## src/dclgp_pkg.sv

```systemverilog
// Package for the two-channel lock-in gain/phase meter.
// Holds shared constants, the CORDIC arctangent table and the queue entry type.
package dclgp_pkg;

    localparam int MAX_SAMPLES_DEF     = 16384;
    localparam int SAMPLE_BITS         = 16;
    localparam int SINE_TABLE_BITS_DEF = 10;

    localparam int ROT_STEPS = 20;
    localparam int VEC_STEPS = 24;
    localparam int SINE_SEED = 5093851;
    localparam int DEG128_PER_TURN = 46080;
    localparam int SUM_W = 48;

    localparam logic [1:0] ST_OK    = 2'd0;
    localparam logic [1:0] ST_SPAN  = 2'd1;
    localparam logic [1:0] ST_ZERO  = 2'd2;

    localparam logic [0:0] CFG_PHASE_STEP = 1'b0;
    localparam logic [0:0] CFG_THRESHOLD  = 1'b1;

    // Closed record handed from the front part to the back part.
    typedef struct packed {
        logic [SUM_W-1:0] s0;
        logic [SUM_W-1:0] s1;
        logic [SUM_W-1:0] s2;
        logic [SUM_W-1:0] s3;
        logic             span_low;
    } rec_t;

    typedef enum logic [2:0] {
        FR_IDLE, FR_ROT, FR_MIX, FR_PROD, FR_ACC
    } fr_state_t;

    typedef enum logic [2:0] {
        BK_IDLE, BK_VEC, BK_DIV, BK_FRAC, BK_OUT
    } bk_state_t;

    function automatic logic [31:0] atan_turn(input logic [4:0] i);
        logic [31:0] r;
        begin
            unique case (i)
                5'd0: r = 32'd536870912;
                5'd1: r = 32'd316933406;
                5'd2: r = 32'd167458907;
                5'd3: r = 32'd85004756;
                5'd4: r = 32'd42667331;
                5'd5: r = 32'd21354465;
                5'd6: r = 32'd10680862;
                5'd7: r = 32'd5340245;
                5'd8: r = 32'd2670163;
                5'd9: r = 32'd1335087;
                5'd10: r = 32'd667544;
                5'd11: r = 32'd333772;
                5'd12: r = 32'd166886;
                5'd13: r = 32'd83443;
                5'd14: r = 32'd41722;
                5'd15: r = 32'd20861;
                5'd16: r = 32'd10430;
                5'd17: r = 32'd5215;
                5'd18: r = 32'd2608;
                5'd19: r = 32'd1304;
                5'd20: r = 32'd652;
                5'd21: r = 32'd326;
                5'd22: r = 32'd163;
                5'd23: r = 32'd81;
                default: r = 32'd0;
            endcase
            return r;
        end
    endfunction

endpackage

```

## src/dclgp_queue.sv

```systemverilog
// Two-entry queue of closed records between the front and back parts.
// Depends on dclgp_pkg for the record type.
module dclgp_queue (
    input  logic            aclk,
    input  logic            aresetn,
    input  logic            wr_valid,
    output logic            wr_ready,
    input  dclgp_pkg::rec_t wr_data,
    output logic            rd_valid,
    input  logic            rd_ready,
    output dclgp_pkg::rec_t rd_data
);
    import dclgp_pkg::*;

    rec_t mem_reg [2];
    logic wp_reg, rp_reg;
    logic [1:0] cnt_reg;
    logic wr, rd;

    assign wr_ready = cnt_reg != 2'd2;
    assign rd_valid = cnt_reg != 2'd0;
    assign rd_data  = mem_reg[rp_reg];
    assign wr = wr_valid && wr_ready;
    assign rd = rd_valid && rd_ready;

    always_ff @(posedge aclk) begin
        if (wr) mem_reg[wp_reg] <= wr_data;
        if (!aresetn) begin
            wp_reg <= 1'b0;
            rp_reg <= 1'b0;
            cnt_reg <= '0;
        end else begin
            if (wr) wp_reg <= !wp_reg;
            if (rd) rp_reg <= !rp_reg;
            cnt_reg <= cnt_reg + {1'b0, wr} - {1'b0, rd};
        end
    end
endmodule

```

## config.mk

```make
export PLATFORM = sky130hd
export DESIGN_NAME = dclgp_queue
export DESIGN_NICKNAME = d
export VERILOG_FILES = /design/src/dclgp_pkg.sv /design/src/dclgp_queue.sv
export SDC_FILE = /design/constraint.sdc
export NUM_CORES = 1
export LEC_CHECK = 0
export BUFFER_PORTS_ARGS = -buffer_cell sky130_fd_sc_hd__clkbuf_2
export CORE_MARGIN = 2
export CORE_UTILIZATION = 50
export CTS_CLUSTER_SIZE = 8
export DETAILED_ROUTE_END_ITERATION = 10
export PLACE_DENSITY = 0.77
export SYNTH_ARGS = -nofsm -noshare
export SYNTH_HDL_FRONTEND = slang
export SYNTH_SLANG_ARGS = --single-unit
```

## constraint.sdc

```tcl
create_clock -name aclk -period 13 [get_ports aclk]
set_clock_uncertainty 0.2 [all_clocks]
set_input_delay 2.6 -clock aclk [delete_from_list [all_inputs] [get_ports aclk]]
set_output_delay 2.6 -clock aclk [all_outputs]
set_load 0.1 [all_outputs]
```

==> results.py <==
metrics = {
    "synthesis": {
        "synth_seq_cells": 391,
        "synth_nets": 828,
        "synth_area_per_cell_um2": 22.6,
        "yosysUniqueCellTypes": 25,
        "ys_seq_area_share_pct": 82.1,
        "yosysWarnings": 0,
        "yosys-top-cells-area": "edfxtp_1 (81%), mux2_2 (15%), buf_6 (1.3%), dfxtp_1 (0.70%), buf_4 (0.11%)",
        "syn-instance-count": 630,
        "yosysTopAreaCell": "edfxtp_1",
        "yosysTopAreaCellShare_pct": 81.4,
        "syn_area_um2": 14200,
    },
    "sta": {
        "finalSetupViolCount": 0,
        "min_period_over_period_pct": 45.9,
        "relSlewSlack_pct": 28.4,
        "worst_slack_ps": 7030,
        "maxSlewViolCount": 0,
        "worst_pin_slew_ps": 1070,
        "fin_tns_setup_ps": 0,
        "whs_ps": 300,
        "rsz0062_at_grt": "false",
        "period_minus_slack_ps": 5970,
        "final_hold_viol_count": 0,
        "max_freq_ghz": 0.168,
    },
    "critical_path": {
        "reg2reg_to": "mem_reg[1][12]",
        "crit_required_ps": 10200,
        "rrSetupSlack_ps": 10220,
        "worstPathArrival_ps": 3170,
        "slowest_stage": "dfxtp_4",
        "startpoint_type": "flop",
        "crit_fanout": 71,
        "cp-end-kind": "output port",
        "path_cells": "buf_4 -> mux2_2 -> clkbuf_2",
        "rr_worst_depth": 3,
        "worstSetupPathType": "flop to output port",
        "r2r_start": "cnt_reg[0]",
        "max_stage_delay_ps": 900,
    },
    "worst_hold_path": {
        "hold_depth": 2,
        "hp-start": "rp_reg",
        "whs_endpoint": "rp_reg",
        "hp-class": "flop to flop",
    },
    "power": {
        "power_switching_mw": 1.86,
        "power_density_nw_per_um2": 247,
        "p_int_mw": 2.58,
        "p_leak_nw": 6.80,
        "clkPwrFrac_pct": 27.6,
        "peakVddDrop_uv": 191,
        "power_frac_comb_pct": 36.7,
        "swShare_pct": 41.9,
        "p_seq_share_pct": 35.7,
    },
    "global_route": {
        "grt-ovfl-total": 0,
        "antenna_found_initial": 1,
        "grt_max_degree": 79,
        "grt_pass1_wl_um": 43500,
        "grt_pass1_vias": 7984,
        "grtUsageTotal_pct": 18.8,
    },
    "detailed_routing": {
        "num_vias": 7440,
        "drtIter0Drc": 480,
        "ant_nets": 0,
        "wl_um": 28600,
        "drtPass1Iterations": 4,
        "avgViaCountPerCell": 5.08,
        "route.detailed.drc": 0,
        "wl_per_cell_um": 19.5,
    },
    "die": {
        "ios": 392,
        "dieHeight_um": 173,
        "rows": 61,
        "start_util_pct": 51.0,
        "core-area_um2": 27900,
        "chipWidth_um": 173,
        "die-area_um2": 29800,
    },
    "outcome": {
        "outcome": "finished clean",
    },
    "flow_run": {
        "maxCapViolCount": 0,
    },
    "clock_network": {
        "cts.sinks": 391,
        "clockBufferDepth": 3,
        "cts_root_buffer": "clkbuf_16",
        "cts_setup_buffers": 0,
        "clock_latency_ps": 530,
        "h-tree-depth": 2,
        "cts_resized": 0,
        "hold_buffers": 0,
        "cts_buffers": 54,
        "clkTransAtPathRegs_ps": 50,
        "cts_tree": "yes",
    },
    "finish": {
        "syn_to_final_growth_pct": 26.3,
        "final_nets": 1260,
        "drive_gt1_share_pct": 60.0,
        "final_util_pct": 64.4,
        "layout.cells.most_common": "clkbuf_2",
        "largest_reg_flops": 386,
        "final_cell_mix": "clkbuf_2 (391), edfxtp_1 (386), mux2_2 (193)",
    },
    "placed_design": {
        "dp_hpwl_um": 18700,
        "pre_cts_slack_ps": 7540,
        "globalplace.congestion": 0.771,
        "port_buffers": 391,
    },
}
[worst max-delay path, delay by kind of cell, from the launching register on]
| family | cells | cell delay [ps] |
|---|---|---|
| multiplexers | 1 | 450 |
| buffers and inverters | 2 | 1250 |
| flip-flops | 1 | 900 |
[synth_stat cells]
library cell,n
edfxtp_1,386
mux2_2,193
buf_6,17
dfxtp_1,5
nor2_1,4
and3_1,2
buf_2,2
buf_4,2
inv_1,2
o21ai_0,2
a21bo_2,1
a21oi_1,1
and2_1,1
and2b_1,1
ha_1,1
nand2b_1,1
nand3_1,1
nand3b_1,1
nor3_1,1
nor4_1,1
nor4bb_1,1
o21ba_2,1
o31a_1,1
or2_2,1
xor2_1,1
[layout make-up]
type	count	area, um^2
repair buffers	397	2000
well taps	378	473
flip-flops and latches	391	11700
clock inverters	1	8.76
multi-input cells	216	2330
inverters	2	12.5
diodes	1	2.50
fillers	1969	9940
clock buffers	79	1470
[worst max-delay path by stage]
stage                     slack (ps)            end  cells after the start
after floorplan                 5160  mem_reg[1][0]                      1
after global placement          7530     rd_data[8]                      3
after detailed placement        7540     rd_data[8]                      3
after CTS                       6970     rd_data[8]                      3
after global routing            6850     rd_data[8]                      3
final                           7030    rd_data[57]                      3
[power by group through the flow]
stage          Sequential [mW]  Clock, mW  Combinational, mW
5_1_grt                   1.60       1.30               1.67
3_5_place_dp              1.61          0               1.63
6_report                  1.59       1.22               1.63
3_3_place_gp              1.60          0               1.63
4_1_cts                   1.59       1.25               1.64
2_1_floorplan             1.60          0               1.45
[logic make-up after synthesis]
| group | Yosys count | synth area share, % |
|---|---|---|
| buffers and inverters | 23 | 1.57 |
| AOI/OAI and AO/OA | 6 | 0.307 |
| and+or+nand+nor | 15 | 0.615 |
| muxes | 193 | 15.3 |
| adders and majority gates | 1 | 0.0878 |
| DFF | 391 | 82.1 |
| xor gates and xnor gates | 1 | 0.0615 |
[per-stage QoR]
step	instance area, um^2	std cells	power [mW]
after global placement	16500	1384	3.23
after CTS	18000	1464	4.47
after detailed placement	16500	1384	3.24
after floorplan	14200	630	3.05
after global routing	18000	1465	4.57
final	18000	1465	4.44
[metal layers]
layer	track usage [%]	part of all wire [%]	vias to the layer above
met3	7.17	9.9	74
met5	0	0	-
met4	7.80	3.5	0
met1	21.5	38	3614
met2	31.9	49	369
li1	-	-	3383
(Power assumes the default switching activity.)
